<file path="src/hdl/udpf_pkg.sv">
// Package for the UDP/IPv4 frame filter: sizes, header offsets, protocol constants
// and the structs passed between the filter's modules.
// Depends on nothing; used by the filter modules, the top level and the testbench.
package udpf_pkg;

    // Largest frame in bytes; longer frames are rejected.
    localparam int FRAME_BYTES_MAX = 2048;

    // Byte position counter saturates at FRAME_BYTES_MAX, so it must hold that value.
    localparam int POS_W   = $clog2(FRAME_BYTES_MAX + 1);
    // Width for position and header offset compares, one bit above the counter.
    localparam int CMP_W   = POS_W + 1;
    // Width for payload window bounds: header end plus a 16-bit length.
    localparam int RANGE_W = 17;

    // Configuration port.
    localparam int CFG_INDEX_W = 2;
    localparam int CFG_DATA_W  = 16;

    typedef enum logic [CFG_INDEX_W-1:0] {
        CFG_WANTED_PORT = 2'd0,
        CFG_PAYLOAD_CAP = 2'd1
    } cfg_index_t;

    localparam logic [15:0] PAYLOAD_CAP_RESET = 16'd2048;
    localparam logic [15:0] WANTED_PORT_RESET = 16'd0;

    // Protocol constants.
    localparam logic [15:0] ETHERTYPE_IPV4  = 16'h0800;
    localparam logic [7:0]  PROTO_UDP       = 8'd17;
    localparam logic [3:0]  IP_VERSION_4    = 4'd4;
    localparam logic [3:0]  IHL_MIN         = 4'd5;
    localparam logic [7:0]  ETH_HDR_BYTES   = 8'd14;
    localparam logic [7:0]  UDP_HDR_BYTES   = 8'd8;
    localparam logic [7:0]  MIN_FRAME_BYTES = 8'd42;

    // Fixed byte offsets of Ethernet and IPv4 header fields within the frame.
    localparam logic [POS_W-1:0] POS_ETHERTYPE_HI = POS_W'(12);
    localparam logic [POS_W-1:0] POS_ETHERTYPE_LO = POS_W'(13);
    localparam logic [POS_W-1:0] POS_VER_IHL      = POS_W'(14);
    localparam logic [POS_W-1:0] POS_TOTLEN_HI    = POS_W'(16);
    localparam logic [POS_W-1:0] POS_TOTLEN_LO    = POS_W'(17);
    localparam logic [POS_W-1:0] POS_PROTOCOL     = POS_W'(23);
    localparam logic [POS_W-1:0] POS_SRC_ADDR_LO  = POS_W'(26);
    localparam logic [POS_W-1:0] POS_SRC_ADDR_HI  = POS_W'(29);

    // Offsets of UDP header fields from the start of the UDP header.
    localparam logic [7:0] UDP_SPORT_HI = 8'd0;
    localparam logic [7:0] UDP_SPORT_LO = 8'd1;
    localparam logic [7:0] UDP_DPORT_HI = 8'd2;
    localparam logic [7:0] UDP_DPORT_LO = 8'd3;
    localparam logic [7:0] UDP_LEN_HI   = 8'd4;
    localparam logic [7:0] UDP_LEN_LO   = 8'd5;

    // Configuration values seen by the parser.
    typedef struct packed {
        logic [15:0] wanted_port;
        logic [15:0] payload_cap;
    } udpf_cfg_t;

    // One result item.
    typedef struct packed {
        logic [7:0]  payload_byte;
        logic        payload_valid;
        logic        verdict_valid;
        logic        accepted;
        logic [31:0] source_address;
        logic [15:0] source_port;
        logic [15:0] payload_length;
    } udpf_result_t;

endpackage

</file>
<file path="src/hdl/udpf_if.sv">
// Stream interfaces of the UDP/IPv4 frame filter: frame bytes in, results out.
// Valid/ready handshake; a transfer happens when both are high at a clock edge.
// Depends on nothing.
interface udpf_in_if;
    logic       valid;
    logic       ready;
    logic [7:0] frame_byte;
    logic       last_byte;

    modport source (output valid, frame_byte, last_byte, input ready);
    modport sink   (input valid, frame_byte, last_byte, output ready);
endinterface

interface udpf_out_if;
    logic        valid;
    logic        ready;
    logic [7:0]  payload_byte;
    logic        payload_valid;
    logic        verdict_valid;
    logic        accepted;
    logic [31:0] source_address;
    logic [15:0] source_port;
    logic [15:0] payload_length;

    modport source (output valid, payload_byte, payload_valid, verdict_valid, accepted,
                    source_address, source_port, payload_length, input ready);
    modport sink   (input valid, payload_byte, payload_valid, verdict_valid, accepted,
                    source_address, source_port, payload_length, output ready);
endinterface

</file>
<file path="src/hdl/udpf_cfg_regs.sv">
// Configuration registers of the UDP/IPv4 frame filter (wanted port, payload cap).
// Depends on udpf_pkg.
module udpf_cfg_regs (
    input  logic                            clk,
    input  logic                            rst_n,
    input  logic                            cfg_wr_en,
    input  logic [udpf_pkg::CFG_INDEX_W-1:0] cfg_index,
    input  logic [udpf_pkg::CFG_DATA_W-1:0]  cfg_wr_data,
    output udpf_pkg::udpf_cfg_t             cfg
);

    logic [15:0] wanted_port_reg;
    logic [15:0] payload_cap_reg;

    // Register writes; an index beyond the register list is ignored.
    always_ff @(posedge clk or negedge rst_n)
    begin
        if (!rst_n)
        begin
            wanted_port_reg <= udpf_pkg::WANTED_PORT_RESET;
            payload_cap_reg <= udpf_pkg::PAYLOAD_CAP_RESET;
        end
        else if (cfg_wr_en)
        begin
            case (cfg_index)
                udpf_pkg::CFG_WANTED_PORT: wanted_port_reg <= cfg_wr_data[15:0];
                udpf_pkg::CFG_PAYLOAD_CAP: payload_cap_reg <= cfg_wr_data[15:0];
                default: ;
            endcase
        end
    end

    assign cfg.wanted_port = wanted_port_reg;
    assign cfg.payload_cap = payload_cap_reg;

endmodule

</file>
<file path="src/hdl/udpf_hdr_parse.sv">
// Header parser of the UDP/IPv4 frame filter: per-frame state registers and the
// single-pass logic that turns one frame byte into one result item.
// Depends on udpf_pkg.
module udpf_hdr_parse (
    input  logic                   clk,
    input  logic                   rst_n,
    input  logic                   take,
    input  logic [7:0]             frame_byte,
    input  logic                   last_byte,
    input  udpf_pkg::udpf_cfg_t    cfg,
    output udpf_pkg::udpf_result_t result
);

    localparam int POS_W   = udpf_pkg::POS_W;
    localparam int CMP_W   = udpf_pkg::CMP_W;
    localparam int RANGE_W = udpf_pkg::RANGE_W;

    // Per-frame state.
    logic [POS_W-1:0] pos_reg,   pos_next;
    logic [5:0]       hl_reg,    hl_next;
    logic [15:0]      iptl_reg,  iptl_next;
    logic [15:0]      udpl_reg,  udpl_next;
    logic [31:0]      saddr_reg, saddr_next;
    logic [15:0]      sport_reg, sport_next;
    logic [7:0]       shift_reg, shift_next;
    logic             rej_reg,   rej_next;

    // Values after this byte's field captures and checks.
    logic [5:0]         hl_now;
    logic [15:0]        iptl_now;
    logic [15:0]        udpl_now;
    logic [31:0]        saddr_now;
    logic [15:0]        sport_now;
    logic [7:0]         shift_now;
    logic               rej_now;
    logic [7:0]         udp_start;
    logic [CMP_W-1:0]   pos_x;
    logic [CMP_W-1:0]   udp_x;
    logic [15:0]        hl_ext;
    logic [15:0]        body;
    logic [RANGE_W-1:0] pay_lo;
    logic [RANGE_W-1:0] pay_hi;
    logic [RANGE_W-1:0] pos_r;
    logic [CMP_W-1:0]   count;
    logic               pvalid;
    logic               ok;

    // Field capture and checks for the current byte.
    always_comb
    begin
        hl_now    = hl_reg;
        iptl_now  = iptl_reg;
        udpl_now  = udpl_reg;
        saddr_now = saddr_reg;
        sport_now = sport_reg;
        shift_now = shift_reg;
        rej_now   = rej_reg || (pos_reg >= POS_W'(udpf_pkg::FRAME_BYTES_MAX));

        // Ethernet and IPv4 fields at fixed offsets.
        if (pos_reg == udpf_pkg::POS_ETHERTYPE_HI)
        begin
            shift_now = frame_byte;
        end
        else if (pos_reg == udpf_pkg::POS_ETHERTYPE_LO)
        begin
            if ({shift_reg, frame_byte} != udpf_pkg::ETHERTYPE_IPV4)
                rej_now = 1'b1;
        end
        else if (pos_reg == udpf_pkg::POS_VER_IHL)
        begin
            if (frame_byte[7:4] != udpf_pkg::IP_VERSION_4 ||
                frame_byte[3:0] < udpf_pkg::IHL_MIN)
                rej_now = 1'b1;
            hl_now = {frame_byte[3:0], 2'b00};
        end
        else if (pos_reg == udpf_pkg::POS_TOTLEN_HI)
        begin
            iptl_now = {frame_byte, 8'h00};
        end
        else if (pos_reg == udpf_pkg::POS_TOTLEN_LO)
        begin
            iptl_now = iptl_reg | {8'h00, frame_byte};
            if (iptl_now < {10'd0, hl_now} + 16'(udpf_pkg::UDP_HDR_BYTES))
                rej_now = 1'b1;
        end
        else if (pos_reg == udpf_pkg::POS_PROTOCOL)
        begin
            if (frame_byte != udpf_pkg::PROTO_UDP)
                rej_now = 1'b1;
        end
        else if (pos_reg >= udpf_pkg::POS_SRC_ADDR_LO && pos_reg <= udpf_pkg::POS_SRC_ADDR_HI)
        begin
            saddr_now = {saddr_reg[23:0], frame_byte};
        end

        // UDP fields, placed after the IPv4 header of the stored length.
        udp_start = udpf_pkg::ETH_HDR_BYTES + {2'b00, hl_now};
        pos_x     = CMP_W'(pos_reg);
        udp_x     = CMP_W'(udp_start);
        hl_ext    = {10'd0, hl_now};

        if (pos_x == udp_x + CMP_W'(udpf_pkg::UDP_SPORT_HI))
        begin
            sport_now = {frame_byte, 8'h00};
        end
        else if (pos_x == udp_x + CMP_W'(udpf_pkg::UDP_SPORT_LO))
        begin
            sport_now = sport_reg | {8'h00, frame_byte};
        end
        else if (pos_x == udp_x + CMP_W'(udpf_pkg::UDP_DPORT_HI))
        begin
            shift_now = frame_byte;
        end
        else if (pos_x == udp_x + CMP_W'(udpf_pkg::UDP_DPORT_LO))
        begin
            if ({shift_reg, frame_byte} != cfg.wanted_port)
                rej_now = 1'b1;
        end
        else if (pos_x == udp_x + CMP_W'(udpf_pkg::UDP_LEN_HI))
        begin
            udpl_now = {frame_byte, 8'h00};
        end
        else if (pos_x == udp_x + CMP_W'(udpf_pkg::UDP_LEN_LO))
        begin
            udpl_now = udpl_reg | {8'h00, frame_byte};
            if (udpl_now < 16'(udpf_pkg::UDP_HDR_BYTES))
                rej_now = 1'b1;
            else if (iptl_now < hl_ext || udpl_now > iptl_now - hl_ext)
                rej_now = 1'b1;
            else if (udpl_now - 16'(udpf_pkg::UDP_HDR_BYTES) > cfg.payload_cap)
                rej_now = 1'b1;
        end

        // Payload window and tentative payload marking.
        body   = (udpl_now >= 16'(udpf_pkg::UDP_HDR_BYTES)) ?
                 udpl_now - 16'(udpf_pkg::UDP_HDR_BYTES) : 16'd0;
        pay_lo = RANGE_W'(udp_start) + RANGE_W'(udpf_pkg::UDP_HDR_BYTES);
        pay_hi = pay_lo + RANGE_W'(body);
        pos_r  = RANGE_W'(pos_reg);
        pvalid = !rej_now && pos_r >= pay_lo && pos_r < pay_hi;

        // Frame length checks for the verdict on the last byte.
        count = pos_x + CMP_W'(1);
        ok    = !rej_now
                && count >= CMP_W'(udpf_pkg::MIN_FRAME_BYTES)
                && udp_x + CMP_W'(udpf_pkg::UDP_HDR_BYTES) <= count
                && RANGE_W'(udpf_pkg::ETH_HDR_BYTES) + RANGE_W'(iptl_now)
                   <= RANGE_W'(count);

        result.payload_byte   = pvalid ? frame_byte : 8'd0;
        result.payload_valid  = pvalid;
        result.verdict_valid  = last_byte;
        result.accepted       = last_byte && ok;
        result.source_address = (last_byte && ok) ? saddr_now : 32'd0;
        result.source_port    = (last_byte && ok) ? sport_now : 16'd0;
        result.payload_length = (last_byte && ok) ? body : 16'd0;

        // State for the next byte; the last byte starts a fresh frame.
        if (last_byte)
        begin
            pos_next   = '0;
            hl_next    = '0;
            iptl_next  = '0;
            udpl_next  = '0;
            saddr_next = '0;
            sport_next = '0;
            shift_next = '0;
            rej_next   = 1'b0;
        end
        else
        begin
            pos_next   = (pos_reg < POS_W'(udpf_pkg::FRAME_BYTES_MAX)) ?
                         pos_reg + POS_W'(1) : POS_W'(udpf_pkg::FRAME_BYTES_MAX);
            hl_next    = hl_now;
            iptl_next  = iptl_now;
            udpl_next  = udpl_now;
            saddr_next = saddr_now;
            sport_next = sport_now;
            shift_next = shift_now;
            rej_next   = rej_now;
        end
    end

    // Frame state advances on each input transfer.
    always_ff @(posedge clk or negedge rst_n)
    begin
        if (!rst_n)
        begin
            pos_reg   <= '0;
            hl_reg    <= '0;
            iptl_reg  <= '0;
            udpl_reg  <= '0;
            saddr_reg <= '0;
            sport_reg <= '0;
            shift_reg <= '0;
            rej_reg   <= 1'b0;
        end
        else if (take)
        begin
            pos_reg   <= pos_next;
            hl_reg    <= hl_next;
            iptl_reg  <= iptl_next;
            udpl_reg  <= udpl_next;
            saddr_reg <= saddr_next;
            sport_reg <= sport_next;
            shift_reg <= shift_next;
            rej_reg   <= rej_next;
        end
    end

endmodule

</file>
<file path="src/hdl/udpf_out_buf.sv">
// Two-entry result buffer of the UDP/IPv4 frame filter; it decouples the input
// side from a stalled receiver. Depends on udpf_pkg and udpf_out_if.
module udpf_out_buf (
    input  logic                   clk,
    input  logic                   rst_n,
    input  logic                   push,
    input  udpf_pkg::udpf_result_t push_data,
    output logic                   has_room,
    udpf_out_if.source             result_out
);

    udpf_pkg::udpf_result_t entry_reg [2];
    logic       wr_ptr_reg, wr_ptr_next;
    logic       rd_ptr_reg, rd_ptr_next;
    logic [1:0] count_reg,  count_next;
    logic       pop;

    assign has_room = (count_reg != 2'd2);
    assign pop      = result_out.valid && result_out.ready;

    // Pointer and fill count update.
    always_comb
    begin
        wr_ptr_next = push ? ~wr_ptr_reg : wr_ptr_reg;
        rd_ptr_next = pop  ? ~rd_ptr_reg : rd_ptr_reg;
        count_next  = count_reg + {1'b0, push} - {1'b0, pop};
    end

    always_ff @(posedge clk or negedge rst_n)
    begin
        if (!rst_n)
        begin
            wr_ptr_reg <= 1'b0;
            rd_ptr_reg <= 1'b0;
            count_reg  <= 2'd0;
        end
        else
        begin
            wr_ptr_reg <= wr_ptr_next;
            rd_ptr_reg <= rd_ptr_next;
            count_reg  <= count_next;
        end
    end

    // Result storage.
    always_ff @(posedge clk)
    begin
        if (push)
            entry_reg[wr_ptr_reg] <= push_data;
    end

    // Head entry drives the output channel.
    assign result_out.valid          = (count_reg != 2'd0);
    assign result_out.payload_byte   = entry_reg[rd_ptr_reg].payload_byte;
    assign result_out.payload_valid  = entry_reg[rd_ptr_reg].payload_valid;
    assign result_out.verdict_valid  = entry_reg[rd_ptr_reg].verdict_valid;
    assign result_out.accepted       = entry_reg[rd_ptr_reg].accepted;
    assign result_out.source_address = entry_reg[rd_ptr_reg].source_address;
    assign result_out.source_port    = entry_reg[rd_ptr_reg].source_port;
    assign result_out.payload_length = entry_reg[rd_ptr_reg].payload_length;

endmodule

</file>
<file path="src/hdl/udp_ipv4_frame_filter_core.sv">
// Top level of the UDP/IPv4 frame filter.
// Depends on udpf_pkg, udpf_if, udpf_cfg_regs, udpf_hdr_parse and udpf_out_buf.
//
// Usage:
//   frame_in carries one Ethernet frame byte per transfer (FCS removed), with
//   last_byte high on the final byte of each frame. result_out returns exactly
//   one result per input byte, in order. Payload bytes of a UDP datagram are
//   marked with payload_valid as they pass; the result for the last byte has
//   verdict_valid high and, when all checks passed, accepted high together with
//   the source address, source port and payload length. On a reject the
//   receiver drops the payload bytes it was given for that frame.
//   Throughput is one byte per cycle while the result buffer has room; each
//   result is registered in a buffer entry before it appears on result_out.
//   A two-entry result buffer lets the block take a byte while a result waits;
//   frame_in.ready falls only when both entries are held by a stalled receiver.
//   Reset clears the frame state and the buffer and loads wanted_port = 0 and
//   payload_cap = 2048. Configuration is written through cfg_wr_en, cfg_index
//   and cfg_wr_data while no frame is in flight.
module udp_ipv4_frame_filter_core (
    input  logic                             clk,
    input  logic                             rst_n,
    udpf_in_if.sink                          frame_in,
    udpf_out_if.source                       result_out,
    input  logic                             cfg_wr_en,
    input  logic [udpf_pkg::CFG_INDEX_W-1:0] cfg_index,
    input  logic [udpf_pkg::CFG_DATA_W-1:0]  cfg_wr_data
);

    udpf_pkg::udpf_cfg_t    cfg;
    udpf_pkg::udpf_result_t result;
    logic                   has_room;
    logic                   take;

    // Input transfer when the buffer has room.
    assign frame_in.ready = has_room;
    assign take           = frame_in.valid && has_room;

    udpf_cfg_regs u_cfg_regs (
        .clk         (clk),
        .rst_n       (rst_n),
        .cfg_wr_en   (cfg_wr_en),
        .cfg_index   (cfg_index),
        .cfg_wr_data (cfg_wr_data),
        .cfg         (cfg)
    );

    udpf_hdr_parse u_hdr_parse (
        .clk        (clk),
        .rst_n      (rst_n),
        .take       (take),
        .frame_byte (frame_in.frame_byte),
        .last_byte  (frame_in.last_byte),
        .cfg        (cfg),
        .result     (result)
    );

    udpf_out_buf u_out_buf (
        .clk        (clk),
        .rst_n      (rst_n),
        .push       (take),
        .push_data  (result),
        .has_room   (has_room),
        .result_out (result_out)
    );

endmodule

</file>
<file path="src/flat_wrapper.sv">
// flat-port wrapper written by rule: the top's interface ports become plain ports
module udp_ipv4_frame_filter_core_flat 
  (clk, rst_n, cfg_wr_en, cfg_index, cfg_wr_data, frame_in_valid, frame_in_frame_byte, frame_in_last_byte, frame_in_ready, result_out_valid, result_out_payload_byte, result_out_payload_valid, result_out_verdict_valid, result_out_accepted, result_out_source_address, result_out_source_port, result_out_payload_length, result_out_ready);
  udpf_in_if frame_in_i ();
  udpf_out_if result_out_i ();
  input  logic clk;
  input  logic rst_n;
  input  logic cfg_wr_en;
  input  logic [udpf_pkg::CFG_INDEX_W-1:0] cfg_index;
  input  logic [udpf_pkg::CFG_DATA_W-1:0] cfg_wr_data;
  input wire logic [$bits(frame_in_i.valid)-1:0] frame_in_valid;
  input wire logic [$bits(frame_in_i.frame_byte)-1:0] frame_in_frame_byte;
  input wire logic [$bits(frame_in_i.last_byte)-1:0] frame_in_last_byte;
  output wire logic [$bits(frame_in_i.ready)-1:0] frame_in_ready;
  output wire logic [$bits(result_out_i.valid)-1:0] result_out_valid;
  output wire logic [$bits(result_out_i.payload_byte)-1:0] result_out_payload_byte;
  output wire logic [$bits(result_out_i.payload_valid)-1:0] result_out_payload_valid;
  output wire logic [$bits(result_out_i.verdict_valid)-1:0] result_out_verdict_valid;
  output wire logic [$bits(result_out_i.accepted)-1:0] result_out_accepted;
  output wire logic [$bits(result_out_i.source_address)-1:0] result_out_source_address;
  output wire logic [$bits(result_out_i.source_port)-1:0] result_out_source_port;
  output wire logic [$bits(result_out_i.payload_length)-1:0] result_out_payload_length;
  input wire logic [$bits(result_out_i.ready)-1:0] result_out_ready;
  assign frame_in_i.valid = frame_in_valid;
  assign frame_in_i.frame_byte = frame_in_frame_byte;
  assign frame_in_i.last_byte = frame_in_last_byte;
  assign frame_in_ready = frame_in_i.ready;
  assign result_out_valid = result_out_i.valid;
  assign result_out_payload_byte = result_out_i.payload_byte;
  assign result_out_payload_valid = result_out_i.payload_valid;
  assign result_out_verdict_valid = result_out_i.verdict_valid;
  assign result_out_accepted = result_out_i.accepted;
  assign result_out_source_address = result_out_i.source_address;
  assign result_out_source_port = result_out_i.source_port;
  assign result_out_payload_length = result_out_i.payload_length;
  assign result_out_i.ready = result_out_ready;
  udp_ipv4_frame_filter_core u_core (.clk(clk), .rst_n(rst_n), .frame_in(frame_in_i), .result_out(result_out_i), .cfg_wr_en(cfg_wr_en), .cfg_index(cfg_index), .cfg_wr_data(cfg_wr_data));
endmodule
</file>
<file path="config.mk">
export PLATFORM = sky130hd
export DESIGN_NAME = udp_ipv4_frame_filter_core_flat
export DESIGN_NICKNAME = d
export VERILOG_FILES = /design/src/hdl/udpf_pkg.sv /design/src/hdl/udpf_if.sv /design/src/hdl/udpf_cfg_regs.sv /design/src/hdl/udpf_hdr_parse.sv /design/src/hdl/udpf_out_buf.sv /design/src/hdl/udp_ipv4_frame_filter_core.sv /design/src/flat_wrapper.sv
export SDC_FILE = /design/constraint.sdc
export NUM_CORES = 1
export LEC_CHECK = 0
export BUFFER_PORTS_ARGS = -buffer_cell sky130_fd_sc_hd__buf_2
export CORE_MARGIN = 2
export CORE_UTILIZATION = 55
export CTS_CLUSTER_DIAMETER = 50
export CTS_CLUSTER_SIZE = 10
export DETAILED_ROUTE_END_ITERATION = 12
export PLACE_DENSITY = 0.69
export SYNTH_ARGS = -nofsm -noshare
export SYNTH_HDL_FRONTEND = slang
export SYNTH_SLANG_ARGS = --single-unit
</file>
<file path="constraint.sdc">
create_clock -name clk -period 21.8 [get_ports clk]
set_input_delay 4.36 -clock clk [delete_from_list [all_inputs] [get_ports clk]]
set_output_delay 4.36 -clock clk [all_outputs]
set_load 0.02 [all_outputs]
</file>
======== Word-level counts from Yosys, hierarchy flattened ========
Memory sizes are Yosys's and may differ from the RTL's.
Index checks and enable logic that the tools add are counted.
word-level totals
  register bits ........................... 143
  bits in writable memories ............... 150
  output and inout port bits .............. 77
  logic and storage cells ................. 151
  memories ................................ 1
cells by class
  $add $sub $neg .......................... 18
  $lt $le $gt $ge ......................... 16
  eq/ne operators ......................... 18
  mux-type cells .......................... 63
  bitwise logic cells ..................... 5
  reduce and logical (&&, ||, !) cells .... 17
memories
  name                        depth  bits a word  read ports  clocked after Yosys merged registers in  wr ports  line                source
  u_core.u_out_buf.entry_reg  2      75           1           0                                        1         udpf_out_buf.sv:12  udpf_pkg::udpf_result_t entry_reg [2];
operators by type and width
  cell                                                                                  count
  16-bit 2-to-1 mux                                                                     19
  32-bit 2-to-1 mux                                                                     9
  12-bit by 8-bit == test with 1-bit output                                             5
  8-bit 2-to-1 mux                                                                      6
  16-bit by 8-bit bitwise OR with 16-bit output                                         3
  12-bit by 4-bit == test with 1-bit output, second input constant                      3
  12-bit by 5-bit == test with 1-bit output, second input constant                      3
  16-bit greater-than comparator                                                        2
  16-bit by 4-bit subtractor with 16-bit output, second input constant                  2
  12-bit 2-to-1 mux                                                                     2
  6-bit 2-to-1 mux                                                                      4
  1-bit 2-to-1 mux                                                                      23
  4-bit by 16-bit adder with 17-bit output, first input constant                        1
  8-bit by 16-bit adder with 17-bit output                                              1
  17-bit by 13-bit less-or-equal comparator with 1-bit output                           1
  12-bit by 17-bit less-than comparator with 1-bit output                               1
  7-bit by 2-bit adder with 8-bit output, second input constant                         2
  7-bit by 3-bit adder with 8-bit output, second input constant                         2
  7-bit by 4-bit adder with 8-bit output, second input constant                         2
  16-bit by 4-bit greater-or-equal comparator with 1-bit output, second input constant  1
  16-bit by 4-bit less-than comparator with 1-bit output, second input constant         1
  16-bit by 6-bit less-than comparator with 1-bit output                                1
  16-bit by 7-bit less-than comparator with 1-bit output                                1
  16-bit by 12-bit inequality test with 1-bit output, second input constant             1
  29 further kinds                                                                      41

======== Depth between registers and ports, before layout ========
  depth in word-level cells ............... 24
  mapped depth ............................ 44

======== Hierarchy ========
Synthesis repeated with hierarchy kept, for this count alone.
unflattened totals
  cell total of the unflattened synthesis .. 1843
  area total of the unflattened synthesis .. 18525.3 µm²
modules (own cells, without submodules)
  module                      instances  cells an instance  area each (µm²)  seq. area each (µm²)
  udpf_hdr_parse              1          1524               11541.1          2677.6
  udpf_out_buf                1          250                5764.3           4604.4
  udpf_cfg_regs               1          68                 1213.7           802.0
  udp_ipv4_frame_filter_core  1          1                  6.3              0.0

======== Worst setup path after synthesis ========
No wires, ideal clock.
  path kind ............................... input -> register
  start point ............................. input frame_in_frame_byte[0]
  end point ............................... memory u_core.u_out_buf.entry_reg[0][67] in the netlist's numbering, data pin
  setup time .............................. 0.157 ns
  arrival time ............................ 11.167 ns
  setup slack ............................. 10.476 ns
  stages .................................. 36
  cell sequence ........................... clkbuf_1 -> a21oi_1 -> ha_1 -> clkbuf_1 -> inv_1 -> ha_1 -> a21oi_1 -> o21ba_2 -> mux2i_1 -> a211oi_1 -> nand3b_1 -> nor4_1 -> a31o_2 -> o21ai_0 -> and2_1 -> clkbuf_1 -> clkbuf_1 -> nor3_1 -> ha_1 -> inv_1 -> fa_1 -> xnor2_1 -> xnor2_1 -> ha_1 -> a21o_1 -> a21o_1 -> a21o_1 -> a21o_1 -> a21o_1 -> a21oi_1 -> o21ai_0 -> a21oi_1 -> nor2b_1 -> o21ai_0 -> a21oi_2 -> a21oi_1
RTL lines
  what         line                source
  from (decl)  flat_wrapper.sv:12  input wire logic [$bits(frame_in_i.frame_byte)-1:0] frame_in_frame_byte;
  to (decl)    udpf_out_buf.sv:12

==> run metrics <==
outcome completed; slack of the critical path 9.82 ns; DP Wirelength 36.9 mm; RSZ-0062 raised after global routing no; Overflow after GRT 0; number of design rule violations left after detail routing 0; Hold Path Sink u_core.u_hdr_parse.saddr_reg[29]$_DFFE_PN0P_; final instance area 20700 um^2; max-slew headroom at the worst pin 25.3%; number of search-and-repair iterations in the first detailed-routing pass 6; combined area of all synthesized cells 18600 um^2; worst-margin pin slew 1.12 ns; postcts setup bufs 0; FF-to-FF End u_core.u_out_buf.entry_reg[0][70]$_DFFE_PP_; Port Buf Inserts 108; Static Leak 8.62 nW; source-to-sink clock delay at the later pin of the worst-skew pair 0.54 ns; Pwr per Cell Area 107 nW/um^2; wire length per cell after detailed routing 22.3 um; Reg2Reg Depth 35; minimum setup slack among reg-to-reg paths 11.79 ns; post-detailed-routing wire length 53.9 mm; element type at the critical path start primary input; floorplan die width 188 um; max-capacitance violation count 0; type of element capturing the critical path flop; reg-to-reg critical path startpoint u_core.u_hdr_parse.pos_reg[0]$_DFFE_PN0P_; # H-tree levels 2; worst clock skew 0.0169 ns; effective utilization at floorplan 55.7%; number of vias in the routed layout 14979; Num CTS Buffers 39; layout-stage area growth over the synthesis result 11.5%; vias in the first global route 14635; dpl cells 2348; TritonCTS clock tree done; synthesized netlist cell count 1872; IO Count 109; total number of clock tree sinks 293; average cell area after synthesis 9.92 um^2; worst endpoint required time 22.17 ns; Post-Layout Cell Count 2419; maximum resistive drop on vdd 69.7 uV; Placer Congestion 0.955; share of layout cells above drive strength 1 18.2%; data arrival time of the critical path 12.34 ns; GRT Overall Usage 30.6%; cell type with the highest occurrence count on the critical path sky130_fd_sc_hd__a21oi_1; minimum setup slack after placement 9.43 ns; placed cell areas 19500 um^2; Post-synth top flop sky130_fd_sc_hd__edfxtp_1; post-synthesis sequential area ratio 43.5%; Total Neg Setup Slack 0 ns; first-pass GRT wire length 84.2 mm; share of flip-flops with an asynchronous set or reset after synthesis 48.8%; worst hold start u_core.u_hdr_parse.saddr_reg[29]$_DFFE_PN0P_; Worst path max stage delay 0.68 ns; synthesized flop and latch total 293; number of cells upsized or downsized after cts 0; number of antenna violations at the first check in global routing 2; utilization of the core after routing 62.0%; clk buf depth 3; number of hold-slack violations in the final timing report 0; standard-cell row count 67; largest net degree at the start of global routing 79; Root Buffer sky130_fd_sc_hd__clkbuf_16; final setup vio count 0; number of hold buffers added after cts 0; path type of the worst setup path in -> reg; vertical die dimension 188 um; Final Max Slew Viols 0; fin nets 2084; library cell contributing the largest single delay on the critical path sky130_fd_sc_hd__or4b_2; placeable core region 33400 um^2; Largest register FFs 150; Avg Vias per Cell 6.19; clock edge transition at the registers on the reported setup and hold paths 0.06 ns; overall power of the completed layout 2.21 mW; count of warnings emitted by yosys 0; hold_ws 0.481 ns; path class of the lowest-slack min-delay path reg -> reg; post-synthesis cell type count 96; maximum fanout count along the critical path 32; EDFF count, synth 150; highest achievable clock rate 83.5 MHz; cell depth of the worst min-delay path 2; crit path time final 11.98 ns; Final period util 54.9%; drt initial violations 1446; Final ANT Viol Nets 0; Die Area 35200 um^2
worst max path at each step:
| stage | startpoint | endpoint | cells after the start |
|---|---|---|---|
| 2_1_floorplan | frame_in_frame_byte[0] | u_core.u_out_buf.entry_reg[0][67]$_DFFE_PP_ | 36 |
| 5_1_grt | frame_in_frame_byte[0] | u_core.u_out_buf.entry_reg[1][69]$_DFFE_PP_ | 33 |
| 3_3_place_gp | frame_in_frame_byte[0] | u_core.u_out_buf.entry_reg[0][71]$_DFFE_PP_ | 31 |
| 3_5_place_dp | frame_in_frame_byte[0] | u_core.u_out_buf.entry_reg[1][70]$_DFFE_PP_ | 30 |
| 4_1_cts | frame_in_frame_byte[0] | u_core.u_out_buf.entry_reg[1][70]$_DFFE_PP_ | 31 |
| 6_report | frame_in_frame_byte[0] | u_core.u_out_buf.entry_reg[0][70]$_DFFE_PP_ | 29 |
area by class of cell:
cell class	count	area (um^2)
repair buffers	134	742
flip-flops and latches	293	8090
clock inverters	13	168
fillers	2830	12700
well taps	448	561
inverters	64	240
multi-input cells	1409	9850
diodes	1	2.50
clock buffers	57	1050
Yosys cell counts, types with 25 or more instances:
cell type	instances	area share (%)
sky130_fd_sc_hd__inv_1	64	1.3
sky130_fd_sc_hd__clkbuf_1	81	1.6
sky130_fd_sc_hd__a21o_1	29	1.2
sky130_fd_sc_hd__a21boi_0	34	1.4
sky130_fd_sc_hd__edfxtp_1	150	24
sky130_fd_sc_hd__mux2_2	110	6.7
sky130_fd_sc_hd__nor3_1	29	0.78
sky130_fd_sc_hd__dfrtp_1	142	19
sky130_fd_sc_hd__a21oi_1	136	3.7
sky130_fd_sc_hd__o21ai_0	107	2.9
sky130_fd_sc_hd__xnor2_1	77	3.6
sky130_fd_sc_hd__nand2_1	222	4.5
sky130_fd_sc_hd__nor2_1	134	2.7
sky130_fd_sc_hd__xor2_1	30	1.4
sky130_fd_sc_hd__ha_1	109	7.3
sky130_fd_sc_hd__o21a_1	27	1.1
sky130_fd_sc_hd__mux2i_1	26	1.4
sky130_fd_sc_hd__nand4_1	25	0.84
sky130_fd_sc_hd__nand3_1	32	0.86
cells in the final DEF, fill, tap and decap left out, types with 13 or more instances in the layout:
cell	count
sky130_fd_sc_hd__or2_2	18
sky130_fd_sc_hd__ha_1	109
sky130_fd_sc_hd__a22oi_1	20
sky130_fd_sc_hd__nand2_1	222
sky130_fd_sc_hd__o21a_1	27
sky130_fd_sc_hd__clkbuf_1	17
sky130_fd_sc_hd__xor2_1	30
sky130_fd_sc_hd__mux2_2	110
sky130_fd_sc_hd__nand3_1	32
sky130_fd_sc_hd__nor4_1	16
sky130_fd_sc_hd__a21boi_0	34
sky130_fd_sc_hd__and3_1	17
sky130_fd_sc_hd__a21oi_1	136
sky130_fd_sc_hd__buf_4	26
sky130_fd_sc_hd__edfxtp_1	150
sky130_fd_sc_hd__a21o_1	29
sky130_fd_sc_hd__o21ai_0	107
sky130_fd_sc_hd__clkbuf_16	39
sky130_fd_sc_hd__nand4_1	25
sky130_fd_sc_hd__and2_1	20
sky130_fd_sc_hd__dfrtp_1	141
sky130_fd_sc_hd__nor3_1	29
sky130_fd_sc_hd__nor2_1	132
sky130_fd_sc_hd__inv_1	63
sky130_fd_sc_hd__buf_2	107
sky130_fd_sc_hd__mux2i_1	26
sky130_fd_sc_hd__nor2b_1	13
sky130_fd_sc_hd__xnor2_1	77
power by group:
part / switching (mW) / internal, mW / total (mW) / leakage (nW)
combinational: 0.467 / 0.305 / 0.773 / 4.77
sequential: 0.101 / 0.726 / 0.827 / 3.26
clock: 0.244 / 0.363 / 0.607 / 0.584
critical path, delay by kind of cell:
family                     cells  cell delay [ns]
AOI/OAI and AO/OA             16             3.30
and+or+nand+nor                5             1.95
adders and majority gates      4             1.75
buffers and inverters          3             0.77
xor gates and xnor gates       1             0.16
kinds of logic (layout without fill, tap and decap cells):
group	count (synthesis)	in the layout	synth area share, %
flops	293	293	43.5
other cells	2	4	0.0404
xor+xnor	111	111	5.51
mux	142	142	8.63
compound gates	439	439	14.9
simple gates	601	601	16.1
buf+inv	171	268	3.65
fa+ha+maj	113	113	7.67
metal layers:
metal	up-vias	share of wire (%)	GRT usage (%)
li1	6895	-	-
met1	7380	44	43.2
met2	609	46	48.3
met3	95	7.7	5.48
met4	0	2.6	9.42
met5	-	0	0
(Power assumes the default switching activity.)
